<file path="src/hw/rtl/cib_pkg.sv">
`default_nettype none

package cib_pkg;

    localparam int MAX_SEGMENTS = 16;
    localparam int SEG_W        = 4;
    localparam int CFG_IDX_W    = 2;
    localparam int CFG_DATA_W   = 32;
    localparam int LEN_W        = 30;

    localparam logic [1:0] OP_LOAD_SEG   = 2'd0;
    localparam logic [1:0] OP_TABLE_BYTE = 2'd1;
    localparam logic [1:0] OP_RESTART    = 2'd2;

    localparam logic [CFG_IDX_W-1:0] CFG_POINTER_BYTES = 2'd0;
    localparam logic [CFG_IDX_W-1:0] CFG_SEGMENT_COUNT = 2'd1;
    localparam logic [CFG_IDX_W-1:0] CFG_CHUNK_COUNT   = 2'd2;

    typedef struct packed {
        logic             done;
        logic [LEN_W-1:0] length;
        logic [1:0]       ctype;
    } ptr_result_t;

    typedef struct packed {
        logic [1:0]       chunk_type;
        logic [LEN_W-1:0] chunk_length;
        logic [31:0]      stream_offset;
        logic [31:0]      segment_offset;
        logic [SEG_W-1:0] segment_number;
        logic [31:0]      chunk_number;
        logic             last_chunk;
    } result_t;

    // inverted signature byte for a table position
    function automatic logic [7:0] key_byte(input logic [1:0] phase);
        logic [7:0] sig;
        case (phase)
            2'd0:    sig = 8'h49;
            2'd1:    sig = 8'h73;
            2'd2:    sig = 8'h5A;
            default: sig = 8'h21;
        endcase
        return ~sig;
    endfunction

endpackage

`default_nettype wire

</file>
<file path="src/hw/rtl/cib_in_if.sv">
`default_nettype none

interface cib_in_if;
    logic        valid;
    logic        ready;
    logic [1:0]  opcode;
    logic [3:0]  seg_slot;
    logic [31:0] seg_first_chunk;
    logic [31:0] seg_chunk_total;
    logic [7:0]  table_byte;

    modport source (
        output valid, opcode, seg_slot, seg_first_chunk, seg_chunk_total, table_byte,
        input  ready
    );
    modport sink (
        input  valid, opcode, seg_slot, seg_first_chunk, seg_chunk_total, table_byte,
        output ready
    );
endinterface

`default_nettype wire

</file>
<file path="src/hw/rtl/cib_out_if.sv">
`default_nettype none

interface cib_out_if;
    logic        valid;
    logic        ready;
    logic [1:0]  chunk_type;
    logic [29:0] chunk_length;
    logic [31:0] stream_offset;
    logic [31:0] segment_offset;
    logic [3:0]  segment_number;
    logic [31:0] chunk_number;
    logic        last_chunk;

    modport source (
        output valid, chunk_type, chunk_length, stream_offset, segment_offset,
               segment_number, chunk_number, last_chunk,
        input  ready
    );
    modport sink (
        input  valid, chunk_type, chunk_length, stream_offset, segment_offset,
               segment_number, chunk_number, last_chunk,
        output ready
    );
endinterface

`default_nettype wire

</file>
<file path="src/hw/rtl/cib_ptr_asm.sv">
`default_nettype none

module cib_ptr_asm (
    input  wire logic                 clk,
    input  wire logic                 rst_n,
    input  wire logic                 byte_en,
    input  wire logic                 restart,
    input  wire logic [7:0]           table_byte,
    input  wire logic [2:0]           pointer_bytes,
    output cib_pkg::ptr_result_t      ptr
);

    logic [1:0]  key_phase_reg, key_phase_next;
    logic [1:0]  bip_reg, bip_next;
    logic [31:0] acc_reg, acc_next;

    logic [7:0]  plain;
    logic [2:0]  width;
    logic [31:0] acc_full;
    logic        last;

    always_comb
    begin
        plain = table_byte ^ cib_pkg::key_byte(key_phase_reg);
        if (pointer_bytes == 3'd0)
            width = 3'd1;
        else if (pointer_bytes > 3'd4)
            width = 3'd4;
        else
            width = pointer_bytes;
        acc_full = acc_reg | ({24'd0, plain} << {bip_reg, 3'b000});
        last     = ({1'b0, bip_reg} + 3'd1) >= width;
    end

    always_comb
    begin
        ptr.done = byte_en && last;
        case (width)
            3'd1:
            begin
                ptr.length = {24'd0, acc_full[5:0]};
                ptr.ctype  = acc_full[7:6];
            end
            3'd2:
            begin
                ptr.length = {16'd0, acc_full[13:0]};
                ptr.ctype  = acc_full[15:14];
            end
            3'd3:
            begin
                ptr.length = {8'd0, acc_full[21:0]};
                ptr.ctype  = acc_full[23:22];
            end
            default:
            begin
                ptr.length = acc_full[29:0];
                ptr.ctype  = acc_full[31:30];
            end
        endcase
    end

    always_comb
    begin
        key_phase_next = key_phase_reg;
        bip_next       = bip_reg;
        acc_next       = acc_reg;
        if (restart)
        begin
            key_phase_next = 2'd0;
            bip_next       = 2'd0;
            acc_next       = 32'd0;
        end
        else if (byte_en)
        begin
            key_phase_next = key_phase_reg + 2'd1;
            if (last)
            begin
                bip_next = 2'd0;
                acc_next = 32'd0;
            end
            else
            begin
                bip_next = bip_reg + 2'd1;
                acc_next = acc_full;
            end
        end
    end

    always_ff @(posedge clk or negedge rst_n)
    begin
        if (!rst_n)
        begin
            key_phase_reg <= 2'd0;
            bip_reg       <= 2'd0;
            acc_reg       <= 32'd0;
        end
        else
        begin
            key_phase_reg <= key_phase_next;
            bip_reg       <= bip_next;
            acc_reg       <= acc_next;
        end
    end

endmodule

`default_nettype wire

</file>
<file path="src/hw/rtl/cib_seg_lookup.sv">
`default_nettype none

module cib_seg_lookup (
    input  wire logic                      clk,
    input  wire logic                      wr_en,
    input  wire logic [3:0]                wr_slot,
    input  wire logic [31:0]               wr_first,
    input  wire logic [31:0]               wr_total,
    input  wire logic [4:0]                segment_count,
    input  wire logic [31:0]               idx,
    output logic [cib_pkg::SEG_W-1:0]      seg
);

    logic [31:0] first_reg [cib_pkg::MAX_SEGMENTS];
    logic [31:0] total_reg [cib_pkg::MAX_SEGMENTS];
    logic [cib_pkg::MAX_SEGMENTS-1:0] hit;

    always_ff @(posedge clk)
    begin
        if (wr_en && (32'(wr_slot) < 32'(cib_pkg::MAX_SEGMENTS)))
        begin
            first_reg[wr_slot] <= wr_first;
            total_reg[wr_slot] <= wr_total;
        end
    end

    // all entries compared in parallel, highest matching slot wins
    always_comb
    begin
        for (int s = 0; s < cib_pkg::MAX_SEGMENTS; s++)
        begin
            hit[s] = (32'(s) < 32'(segment_count)) && (idx >= first_reg[s]) &&
                     ((idx - first_reg[s]) < total_reg[s]);
        end
        seg = '0;
        for (int s = 0; s < cib_pkg::MAX_SEGMENTS; s++)
        begin
            if (hit[s])
                seg = cib_pkg::SEG_W'(s);
        end
    end

endmodule

`default_nettype wire

</file>
<file path="src/hw/rtl/cib_out_buf.sv">
`default_nettype none

module cib_out_buf (
    input  wire logic              clk,
    input  wire logic              rst_n,
    input  wire logic              push,
    input  wire cib_pkg::result_t  push_data,
    output logic                   space,
    output logic                   valid,
    input  wire logic              ready,
    output cib_pkg::result_t       data
);

    logic             main_valid_reg, main_valid_next;
    logic             skid_valid_reg, skid_valid_next;
    cib_pkg::result_t main_data_reg, main_data_next;
    cib_pkg::result_t skid_data_reg, skid_data_next;
    logic             pop;

    assign pop   = main_valid_reg && ready;
    assign space = !skid_valid_reg;
    assign valid = main_valid_reg;
    assign data  = main_data_reg;

    always_comb
    begin
        main_valid_next = main_valid_reg;
        skid_valid_next = skid_valid_reg;
        main_data_next  = main_data_reg;
        skid_data_next  = skid_data_reg;
        if (skid_valid_reg)
        begin
            if (pop)
            begin
                main_data_next  = skid_data_reg;
                skid_valid_next = 1'b0;
            end
        end
        else if (push)
        begin
            if (!main_valid_reg || pop)
            begin
                main_data_next  = push_data;
                main_valid_next = 1'b1;
            end
            else
            begin
                skid_data_next  = push_data;
                skid_valid_next = 1'b1;
            end
        end
        else if (pop)
        begin
            main_valid_next = 1'b0;
        end
    end

    always_ff @(posedge clk or negedge rst_n)
    begin
        if (!rst_n)
        begin
            main_valid_reg <= 1'b0;
            skid_valid_reg <= 1'b0;
        end
        else
        begin
            main_valid_reg <= main_valid_next;
            skid_valid_reg <= skid_valid_next;
        end
    end

    always_ff @(posedge clk)
    begin
        main_data_reg <= main_data_next;
        skid_data_reg <= skid_data_next;
    end

    a_skid_implies_main: assert property (@(posedge clk) disable iff (!rst_n)
        skid_valid_reg |-> main_valid_reg)
        else $error("skid holds a request while the output stage is empty");

    a_stall_fills_skid: assert property (@(posedge clk) disable iff (!rst_n)
        (push && main_valid_reg && !ready && !skid_valid_reg) |=> skid_valid_reg)
        else $error("request lost on a stalled output");

    a_skid_drains: assert property (@(posedge clk) disable iff (!rst_n)
        (skid_valid_reg && ready) |=> (main_valid_reg && !skid_valid_reg))
        else $error("skid did not move to the output stage");

    a_skid_order: assert property (@(posedge clk) disable iff (!rst_n)
        (skid_valid_reg && ready) |=> (main_data_reg == $past(skid_data_reg)))
        else $error("skid request out of order");

endmodule

`default_nettype wire

</file>
<file path="src/hw/rtl/chunk_index_builder_core.sv">
// Chunk index builder.
// in_ch carries one request per cycle while ready is high: opcode 0 loads a
// segment table entry (seg_slot, seg_first_chunk, seg_chunk_total), 1
// delivers one raw chunk table byte, 2 restarts the index, 3 is a no-op.
// out_ch carries one index entry each time the last byte of a chunk pointer
// arrives: type, length, stream offset, segment offset, segment number,
// chunk number and a last-chunk flag.
// Config: cfg_we/cfg_index/cfg_wdata write pointer_bytes (0), segment_count
// (1) and chunk_count (2); write only while no entry is pending.
// The final byte's entry is registered into the output register or skid.
// Throughput: one request per cycle while ready is high, set by the single
// pass of pointer assembly, 16-way segment compare and offset adders
// between the input state and the output register.
// A two-entry output stage (register plus skid) lets in_ch keep accepting
// while a result waits; in_ch.ready drops only when both entries are full.
// Reset clears all counters and the output stage; config returns to 3/1/1.
// Segment table entries are undefined until loaded.
`default_nettype none

module chunk_index_builder_core (
    input  wire logic                              clk,
    input  wire logic                              rst_n,
    input  wire logic                              cfg_we,
    input  wire logic [cib_pkg::CFG_IDX_W-1:0]     cfg_index,
    input  wire logic [cib_pkg::CFG_DATA_W-1:0]    cfg_wdata,
    cib_in_if.sink                                 in_ch,
    cib_out_if.source                              out_ch
);

    logic [2:0]  pointer_bytes_reg;
    logic [4:0]  segment_count_reg;
    logic [31:0] chunk_count_reg;

    logic [31:0]               next_chunk_reg, next_chunk_next;
    logic [31:0]               run_off_reg, run_off_next;
    logic [31:0]               seg_off_reg, seg_off_next;
    logic [cib_pkg::SEG_W-1:0] highest_reg, highest_next;

    logic                      accept;
    logic                      byte_en;
    logic                      restart;
    logic                      seg_load;
    logic                      space;
    cib_pkg::ptr_result_t      ptr;
    logic [cib_pkg::SEG_W-1:0] seg;
    logic                      seg_rise;
    logic [31:0]               cur_seg_off;
    logic [31:0]               len_ext;
    cib_pkg::result_t          result;
    cib_pkg::result_t          out_data;

    assign in_ch.ready = space;
    assign accept      = in_ch.valid && space;
    assign byte_en     = accept && (in_ch.opcode == cib_pkg::OP_TABLE_BYTE);
    assign restart     = accept && (in_ch.opcode == cib_pkg::OP_RESTART);
    assign seg_load    = accept && (in_ch.opcode == cib_pkg::OP_LOAD_SEG);

    always_ff @(posedge clk or negedge rst_n)
    begin
        if (!rst_n)
        begin
            pointer_bytes_reg <= 3'd3;
            segment_count_reg <= 5'd1;
            chunk_count_reg   <= 32'd1;
        end
        else if (cfg_we)
        begin
            case (cfg_index)
                cib_pkg::CFG_POINTER_BYTES: pointer_bytes_reg <= cfg_wdata[2:0];
                cib_pkg::CFG_SEGMENT_COUNT: segment_count_reg <= cfg_wdata[4:0];
                cib_pkg::CFG_CHUNK_COUNT:   chunk_count_reg   <= cfg_wdata[31:0];
                default:                    ;
            endcase
        end
    end

    cib_ptr_asm u_ptr_asm (
        .clk           (clk),
        .rst_n         (rst_n),
        .byte_en       (byte_en),
        .restart       (restart),
        .table_byte    (in_ch.table_byte),
        .pointer_bytes (pointer_bytes_reg),
        .ptr           (ptr)
    );

    cib_seg_lookup u_seg_lookup (
        .clk           (clk),
        .wr_en         (seg_load),
        .wr_slot       (in_ch.seg_slot),
        .wr_first      (in_ch.seg_first_chunk),
        .wr_total      (in_ch.seg_chunk_total),
        .segment_count (segment_count_reg),
        .idx           (next_chunk_reg),
        .seg           (seg)
    );

    always_comb
    begin
        seg_rise    = seg > highest_reg;
        cur_seg_off = seg_rise ? 32'd0 : seg_off_reg;
        len_ext     = {2'b00, ptr.length};

        result.chunk_type     = ptr.ctype;
        result.chunk_length   = ptr.length;
        result.stream_offset  = run_off_reg;
        result.segment_offset = cur_seg_off;
        result.segment_number = seg;
        result.chunk_number   = next_chunk_reg;
        result.last_chunk     = next_chunk_reg == (chunk_count_reg - 32'd1);

        next_chunk_next = next_chunk_reg;
        run_off_next    = run_off_reg;
        seg_off_next    = seg_off_reg;
        highest_next    = highest_reg;
        if (restart)
        begin
            next_chunk_next = 32'd0;
            run_off_next    = 32'd0;
            seg_off_next    = 32'd0;
            highest_next    = '0;
        end
        else if (ptr.done)
        begin
            next_chunk_next = next_chunk_reg + 32'd1;
            run_off_next    = run_off_reg + len_ext;
            seg_off_next    = cur_seg_off + len_ext;
            highest_next    = seg_rise ? seg : highest_reg;
        end
    end

    always_ff @(posedge clk or negedge rst_n)
    begin
        if (!rst_n)
        begin
            next_chunk_reg <= 32'd0;
            run_off_reg    <= 32'd0;
            seg_off_reg    <= 32'd0;
            highest_reg    <= '0;
        end
        else
        begin
            next_chunk_reg <= next_chunk_next;
            run_off_reg    <= run_off_next;
            seg_off_reg    <= seg_off_next;
            highest_reg    <= highest_next;
        end
    end

    cib_out_buf u_out_buf (
        .clk       (clk),
        .rst_n     (rst_n),
        .push      (ptr.done),
        .push_data (result),
        .space     (space),
        .valid     (out_ch.valid),
        .ready     (out_ch.ready),
        .data      (out_data)
    );

    assign out_ch.chunk_type     = out_data.chunk_type;
    assign out_ch.chunk_length   = out_data.chunk_length;
    assign out_ch.stream_offset  = out_data.stream_offset;
    assign out_ch.segment_offset = out_data.segment_offset;
    assign out_ch.segment_number = out_data.segment_number;
    assign out_ch.chunk_number   = out_data.chunk_number;
    assign out_ch.last_chunk     = out_data.last_chunk;

    a_result_needs_byte: assert property (@(posedge clk) disable iff (!rst_n)
        ptr.done |-> byte_en)
        else $error("entry produced without a table byte");

    a_chunk_advance: assert property (@(posedge clk) disable iff (!rst_n)
        ptr.done |=> (next_chunk_reg == $past(next_chunk_reg) + 32'd1))
        else $error("chunk number did not advance");

    a_highest_monotonic: assert property (@(posedge clk) disable iff (!rst_n)
        !$past(restart) |-> (highest_reg >= $past(highest_reg)))
        else $error("highest segment fell without a restart");

endmodule

`default_nettype wire
</file>
<file path="src/flat_wrapper.sv">
// flat-port wrapper written by rule: the top's interface ports become plain ports
module chunk_index_builder_core_flat 
  (clk, rst_n, cfg_we, cfg_index, cfg_wdata, in_ch_valid, in_ch_opcode, in_ch_seg_slot, in_ch_seg_first_chunk, in_ch_seg_chunk_total, in_ch_table_byte, in_ch_ready, out_ch_valid, out_ch_chunk_type, out_ch_chunk_length, out_ch_stream_offset, out_ch_segment_offset, out_ch_segment_number, out_ch_chunk_number, out_ch_last_chunk, out_ch_ready);
  cib_in_if in_ch_i ();
  cib_out_if out_ch_i ();
  input  wire logic clk;
  input  wire logic rst_n;
  input  wire logic cfg_we;
  input  wire logic [cib_pkg::CFG_IDX_W-1:0] cfg_index;
  input  wire logic [cib_pkg::CFG_DATA_W-1:0] cfg_wdata;
  input wire logic [$bits(in_ch_i.valid)-1:0] in_ch_valid;
  input wire logic [$bits(in_ch_i.opcode)-1:0] in_ch_opcode;
  input wire logic [$bits(in_ch_i.seg_slot)-1:0] in_ch_seg_slot;
  input wire logic [$bits(in_ch_i.seg_first_chunk)-1:0] in_ch_seg_first_chunk;
  input wire logic [$bits(in_ch_i.seg_chunk_total)-1:0] in_ch_seg_chunk_total;
  input wire logic [$bits(in_ch_i.table_byte)-1:0] in_ch_table_byte;
  output wire logic [$bits(in_ch_i.ready)-1:0] in_ch_ready;
  output wire logic [$bits(out_ch_i.valid)-1:0] out_ch_valid;
  output wire logic [$bits(out_ch_i.chunk_type)-1:0] out_ch_chunk_type;
  output wire logic [$bits(out_ch_i.chunk_length)-1:0] out_ch_chunk_length;
  output wire logic [$bits(out_ch_i.stream_offset)-1:0] out_ch_stream_offset;
  output wire logic [$bits(out_ch_i.segment_offset)-1:0] out_ch_segment_offset;
  output wire logic [$bits(out_ch_i.segment_number)-1:0] out_ch_segment_number;
  output wire logic [$bits(out_ch_i.chunk_number)-1:0] out_ch_chunk_number;
  output wire logic [$bits(out_ch_i.last_chunk)-1:0] out_ch_last_chunk;
  input wire logic [$bits(out_ch_i.ready)-1:0] out_ch_ready;
  assign in_ch_i.valid = in_ch_valid;
  assign in_ch_i.opcode = in_ch_opcode;
  assign in_ch_i.seg_slot = in_ch_seg_slot;
  assign in_ch_i.seg_first_chunk = in_ch_seg_first_chunk;
  assign in_ch_i.seg_chunk_total = in_ch_seg_chunk_total;
  assign in_ch_i.table_byte = in_ch_table_byte;
  assign in_ch_ready = in_ch_i.ready;
  assign out_ch_valid = out_ch_i.valid;
  assign out_ch_chunk_type = out_ch_i.chunk_type;
  assign out_ch_chunk_length = out_ch_i.chunk_length;
  assign out_ch_stream_offset = out_ch_i.stream_offset;
  assign out_ch_segment_offset = out_ch_i.segment_offset;
  assign out_ch_segment_number = out_ch_i.segment_number;
  assign out_ch_chunk_number = out_ch_i.chunk_number;
  assign out_ch_last_chunk = out_ch_i.last_chunk;
  assign out_ch_i.ready = out_ch_ready;
  chunk_index_builder_core u_core (.clk(clk), .rst_n(rst_n), .cfg_we(cfg_we), .cfg_index(cfg_index), .cfg_wdata(cfg_wdata), .in_ch(in_ch_i), .out_ch(out_ch_i));
endmodule
</file>
<file path="config.mk">
export PLATFORM = sky130hd
export DESIGN_NAME = chunk_index_builder_core_flat
export DESIGN_NICKNAME = d
export VERILOG_FILES = /design/src/hw/rtl/cib_pkg.sv /design/src/hw/rtl/cib_in_if.sv /design/src/hw/rtl/cib_out_if.sv /design/src/hw/rtl/cib_ptr_asm.sv /design/src/hw/rtl/cib_seg_lookup.sv /design/src/hw/rtl/cib_out_buf.sv /design/src/hw/rtl/chunk_index_builder_core.sv /design/src/flat_wrapper.sv
export SDC_FILE = /design/constraint.sdc
export NUM_CORES = 2
export LEC_CHECK = 0
export ABC_AREA = 1
export BUFFER_PORTS_ARGS = -buffer_cell sky130_fd_sc_hd__buf_2
export CAP_MARGIN = 5
export CORE_ASPECT_RATIO = 1.1
export CORE_MARGIN = 1
export CORE_UTILIZATION = 28
export CTS_BUF_LIST = sky130_fd_sc_hd__clkbuf_8
export CTS_CLUSTER_SIZE = 20
export DETAILED_ROUTE_END_ITERATION = 16
export GPL_ROUTABILITY_DRIVEN = 1
export PLACE_DENSITY = 0.52
export SLEW_MARGIN = 40
export SYNTH_ARGS = -nofsm -noshare
export SYNTH_HDL_FRONTEND = slang
export SYNTH_HIERARCHICAL = 1
export SYNTH_SLANG_ARGS = --single-unit
</file>
<file path="constraint.sdc">
create_clock -name clk -period 12.4 [get_ports clk]
set_input_delay 1.24 -clock clk [delete_from_list [all_inputs] [get_ports clk]]
set_output_delay 1.24 -clock clk [all_outputs]
set_load 0.1 [all_outputs]
</file>
# Word-level counts from Yosys, hierarchy flattened
# Memory sizes are Yosys's and may differ from the RTL's.
# Cells that the tools add are included.
# totals
output_inout_bits,135
mem_count,2
register_bits,444
word_cells,222
mem_bits_rw,1024
in_bits,117
# memory_table
memory,words,width,rd,rd_ports_with_merged_regs,write_ports,line,text
u_core.u_seg_lookup.first_reg,16,32,15,0,1,cib_seg_lookup.sv:14,logic [31:0] first_reg [cib_pkg::MAX_SEGMENTS];
u_core.u_seg_lookup.total_reg,16,32,15,0,1,cib_seg_lookup.sv:15,logic [31:0] total_reg [cib_pkg::MAX_SEGMENTS];
# classes
bitwise,5
n_reduce_logical,56
mux,50
add_sub_neg,22
order_cmp,48
shift,1
eq_ne,12
# ops
cell,count
$mux 133,4
$ge 32x32->1,15
$lt 32x32->1,15
$sub 32x32->32,15
$mux 32,10
$pmux 32 s3,1
$mux 4,17
$add 32x30->32,2
$lt 4x5->1 const A,8
$logic_and 1x1->1,36
$add 32x1->32 const B,1
$eq 32x32->1,1
$or 32x32->32,1
$shl 8x5->32,1
$sub 32x1->32 const B,1
$pmux 7 s3,1
$lt 3x5->1 const A,4
$reduce_bool 2->1,6
$lt 2x5->1 const A,2
$mux 1,10
$mux 2,5
$reduce_and 3->1,3
$not 7->8,1
$reduce_and 2->1,4
18 further kinds,30

# Longest topological paths before layout
# An unclocked memory read counts as a cell.
# depth
word_depth,24
mapped_depth,63
ltp_nobuf,62

# Cells and area by module
# The synthesis kept the hierarchy.
# modules_own_cells
mod,instances,cells_per_inst,seq_area_each_um2,area_per_inst_um2
cib_seg_lookup,1,6950,28827.6,66159.7
chunk_index_builder_core,1,1579,3508.4,10906.7
cib_out_buf,1,712,8037.7,9768.1
cib_ptr_asm,1,323,900.9,2313.5

# Least setup slack after synthesis
# OpenSTA, ideal clock, no wires.
# synth_path
path_type,in2reg
startpoint,input port in_ch_valid
endpoint,"register u_core.u_out_buf.main_data_reg (netlist bit u_core/u_out_buf/data[0]), enable pin"
required_ns,11.772
arrival_ns,7.538
slack_ns,4.234
setup_ns,0.628
cell_stages,8
n_path_buf,0
path_cell_list,nand2_1 nor3_1 nand2_1 inv_1 inv_1 nand2_1 nand2_1 nor2_1
# synth_rtl
item,line,text
from (decl),flat_wrapper.sv:11,input wire logic [$bits(in_ch_i.valid)-1:0] in_ch_valid;
to (signal assigned),cib_out_buf.sv:74,main_data_reg <= main_data_next;
to (decl),cib_out_buf.sv:16,"cib_pkg::result_t main_data_reg, main_data_next;"

==> out/metrics.csv <==
metric;value;unit
crit path time final;9.72;ns
Crit path required time;13.27;ns
area delta synth->final;13.3;%
layout cells sized above 1;0.0997;
first-pass GRT wire length;426000;µm
Worst-Margin Slew;0.974;ns
Power Total;12.0;mW
TritonCTS clock tree;built;
Num CTS Buffers;248;
largest net degree at the start of global routing;80;
CTS H-tree depth;4;
Mapped Area;89100;µm²
final hold vios;0;
drt drc;0;
sequential cell area fraction in the yosys report;0.463;
port bufs;251;
flops & latches, synth;1404;
Mapped Nets;10717;
number of global-route vias before repair;67965;
slowest library cell on the worst path;or4_1;
r2r worst-path depth;42;
Clk pwr share;0.349;
Leakage;46.7;nW
sequential share of power;0.459;
post-CTS resize count;0;
post-CTS setup buffer count;0;
most frequent cells in the layout;nand2_1 (1886), inv_1 (1687), edfxtp_1 (1226), ha_1 (1019), a21oi_1 (892);
CTS sink cnt;1404;
RSZ-0062 raised after global routing;false;
Yosys cell types;88;
YS warnings;6;
Final Non-Filler Cells;14450;
post-synthesis async set-or-reset flop share;0.127;
switching share of power;0.327;
Mean Syn Cell Area;9.32;µm²
Rows;216;
status;finished clean;
Post-synth EDFFs;1226;
max_cap viols;0;
root buf cell;clkbuf_8;
Hold-fix buffers, CTS;0;
Net count, final;11245;
antenna violations before repair;40;
commonest register cell after synthesis;edfxtp_1;
Setup CP Type;reg2reg;
Critical Path Start Type;flip-flop;
clk_skew;0.0799;ns
post-synthesis instance total;9564;
final setup fails;0;
CP arrival;10.59;ns
most used cell, CP;nand2_1;
1st-pass router iterations;5;
initial DRC count;5167;
clock buffer depth;4;
Critical Path Max Stage Delay;0.56;ns
vias;69074;
Psw;3.92;mW
Comb pwr share;0.192;
Crit Path Max Fanout;30;
Die Span Y;594;µm
DRT antenna net count;0;
placed inst area;96200;µm²
Fmax achieved;103;MHz
Cell Int Power;8.06;mW
min-delay worst type;in2async;
Clk Latency, worst-skew pair;1.01;ns
dpl hpwl;217000;µm
Slew HR;0.351;
DRT Wirelength;293000;µm
clock slew at reported path FFs;0.07;ns
crit share post-route;0.784;
GPL Wtd Cong;0.916;
Finished Cell Area;101000;µm²
via/cell ratio;4.78;
CP Buf/Inv Count;6;
crit end category;flip-flop;
Die X;540;µm
commonest non-fill, non-tap cell in the layout;nand2_1;
delay-heaviest family, CP;compound AO/OA/AOI/OAI gates;
Core Area;316000;µm²
# IOs;252;
Cells after DPL;13981;
Setup Total Neg Slack;0;ns
total grt overflow;0;
cell count along the critical path;42;
Final Max Tran Viols;0;
Total GRT Usage;0.178;
post-DR wirelength/cell;20.3;µm
Die ar.;321000;µm²
PD cells;119;nW/µm²
Initial Util;0.282;
Max VDD drop;0.106;mV
## cell usage after synthesis, types with 12 or more instances
cell type     n  area, µm²
a211oi_1     25        188
a21boi_0     17        128
a21boi_2     13        146
a21o_1       36        270
a21oi_1     898       4490
a21oi_2      38        333
a31oi_1      50        313
buf_2        31        155
clkbuf_1     15       56.3
dfrtp_1     174       4350
edfxtp_1   1226      36800
fa_1         17        340
ha_1       1019      12700
inv_1      1616       6070
inv_2        12       45.0
mux2_2       16        180
nand2_1    1886       7080
nand2_2      46        288
nand3_1     266       1330
nand3_2      13        130
nand3b_1     22        165
nand4_1      99        619
nor2_1      589       2210
nor2_2       20        125
nor3_1      101        505
nor4_1       36        225
o211ai_1     27        203
o21a_1       50        375
o21ai_0     343       1720
o21ai_1      51        255
o21ai_2      60        526
o21bai_1     32        240
o221ai_1     27        236
o22ai_1      14       87.6
o31ai_1      19        143
xnor2_1     147       1290
xor2_1      343       3000
## power by group through the flow
| stage | registers (mW) | clock network (mW) | logic (mW) |
|---|---|---|---|
| floorplan | 6.02 | 0 | 1.08 |
| global placement | 5.59 | 0 | 2.26 |
| detailed placement | 5.59 | 0 | 2.29 |
| CTS | 5.50 | 4.31 | 2.30 |
| global route | 5.51 | 4.50 | 2.50 |
| finish | 5.50 | 4.19 | 2.30 |
## layer usage
layer  up-vias  routed length [µm]  global-route usage
li1      33594                   -                   -
met1     33017              131000               0.237
met2      1971              135000               0.294
met3       484               14800              0.0201
met4         8               11600              0.0680
met5         -                  50                   0
## through the flow
step,hold slack [ns],setup WS (ns),util
final,0.330,2.68,0.320
after global routing,0.321,2.16,0.320
after CTS,0.231,2.73,0.320
after detailed placement,0.472,2.86,0.305
after global placement,0.468,2.89,0.304
after floorplan,0.449,4.23,-
## worst paths after layout
kind	start	endpoint	slack (ns)
worst max-delay path	u_core/next_chunk_reg[0]	u_core/seg_off_reg[30]	2.68
worst min-delay path	rst_n	u_core/pointer_bytes_reg[2]	0.33
worst max register to register	u_core/next_chunk_reg[0]	u_core/seg_off_reg[30]	2.68
worst min register to register	u_core/u_out_buf/skid_data_reg[115]	u_core/u_out_buf/data[115]	0.47
max in group asynchronous	rst_n	u_core/u_out_buf/skid_valid_reg	10.21
min in group clk	u_core/u_out_buf/skid_data_reg[115]	u_core/u_out_buf/data[115]	0.47
## kinds of logic (layout without fill, tap and decap cells)
group	Yosys count	in the layout	synth area share
adder cells (fa/ha/maj)	1036	1036	0.147
AND/OR/NAND/NOR	3140	3140	0.149
multiplexers	16	16	0.00202
AO/OA/AOI/OAI	1780	1780	0.118
other	0	19	0
buffers and inverters	1698	2423	0.0727
flip-flops	1404	1404	0.463
XOR/XNOR	490	490	0.0481
## cell type report
cell class	count	area [µm²]
Fill cell	33020	215000
Antenna cell	19	47.5
Clock inverter	186	1030
Timing Repair Buffer	344	2130
Sequential cell	1404	41300
Inverter	1632	6130
Multi-Input combinational cell	6462	41600
Tap cell	4142	5180
Clock buffer	261	3590
Note: power is estimated with default switching activity, not from simulation.
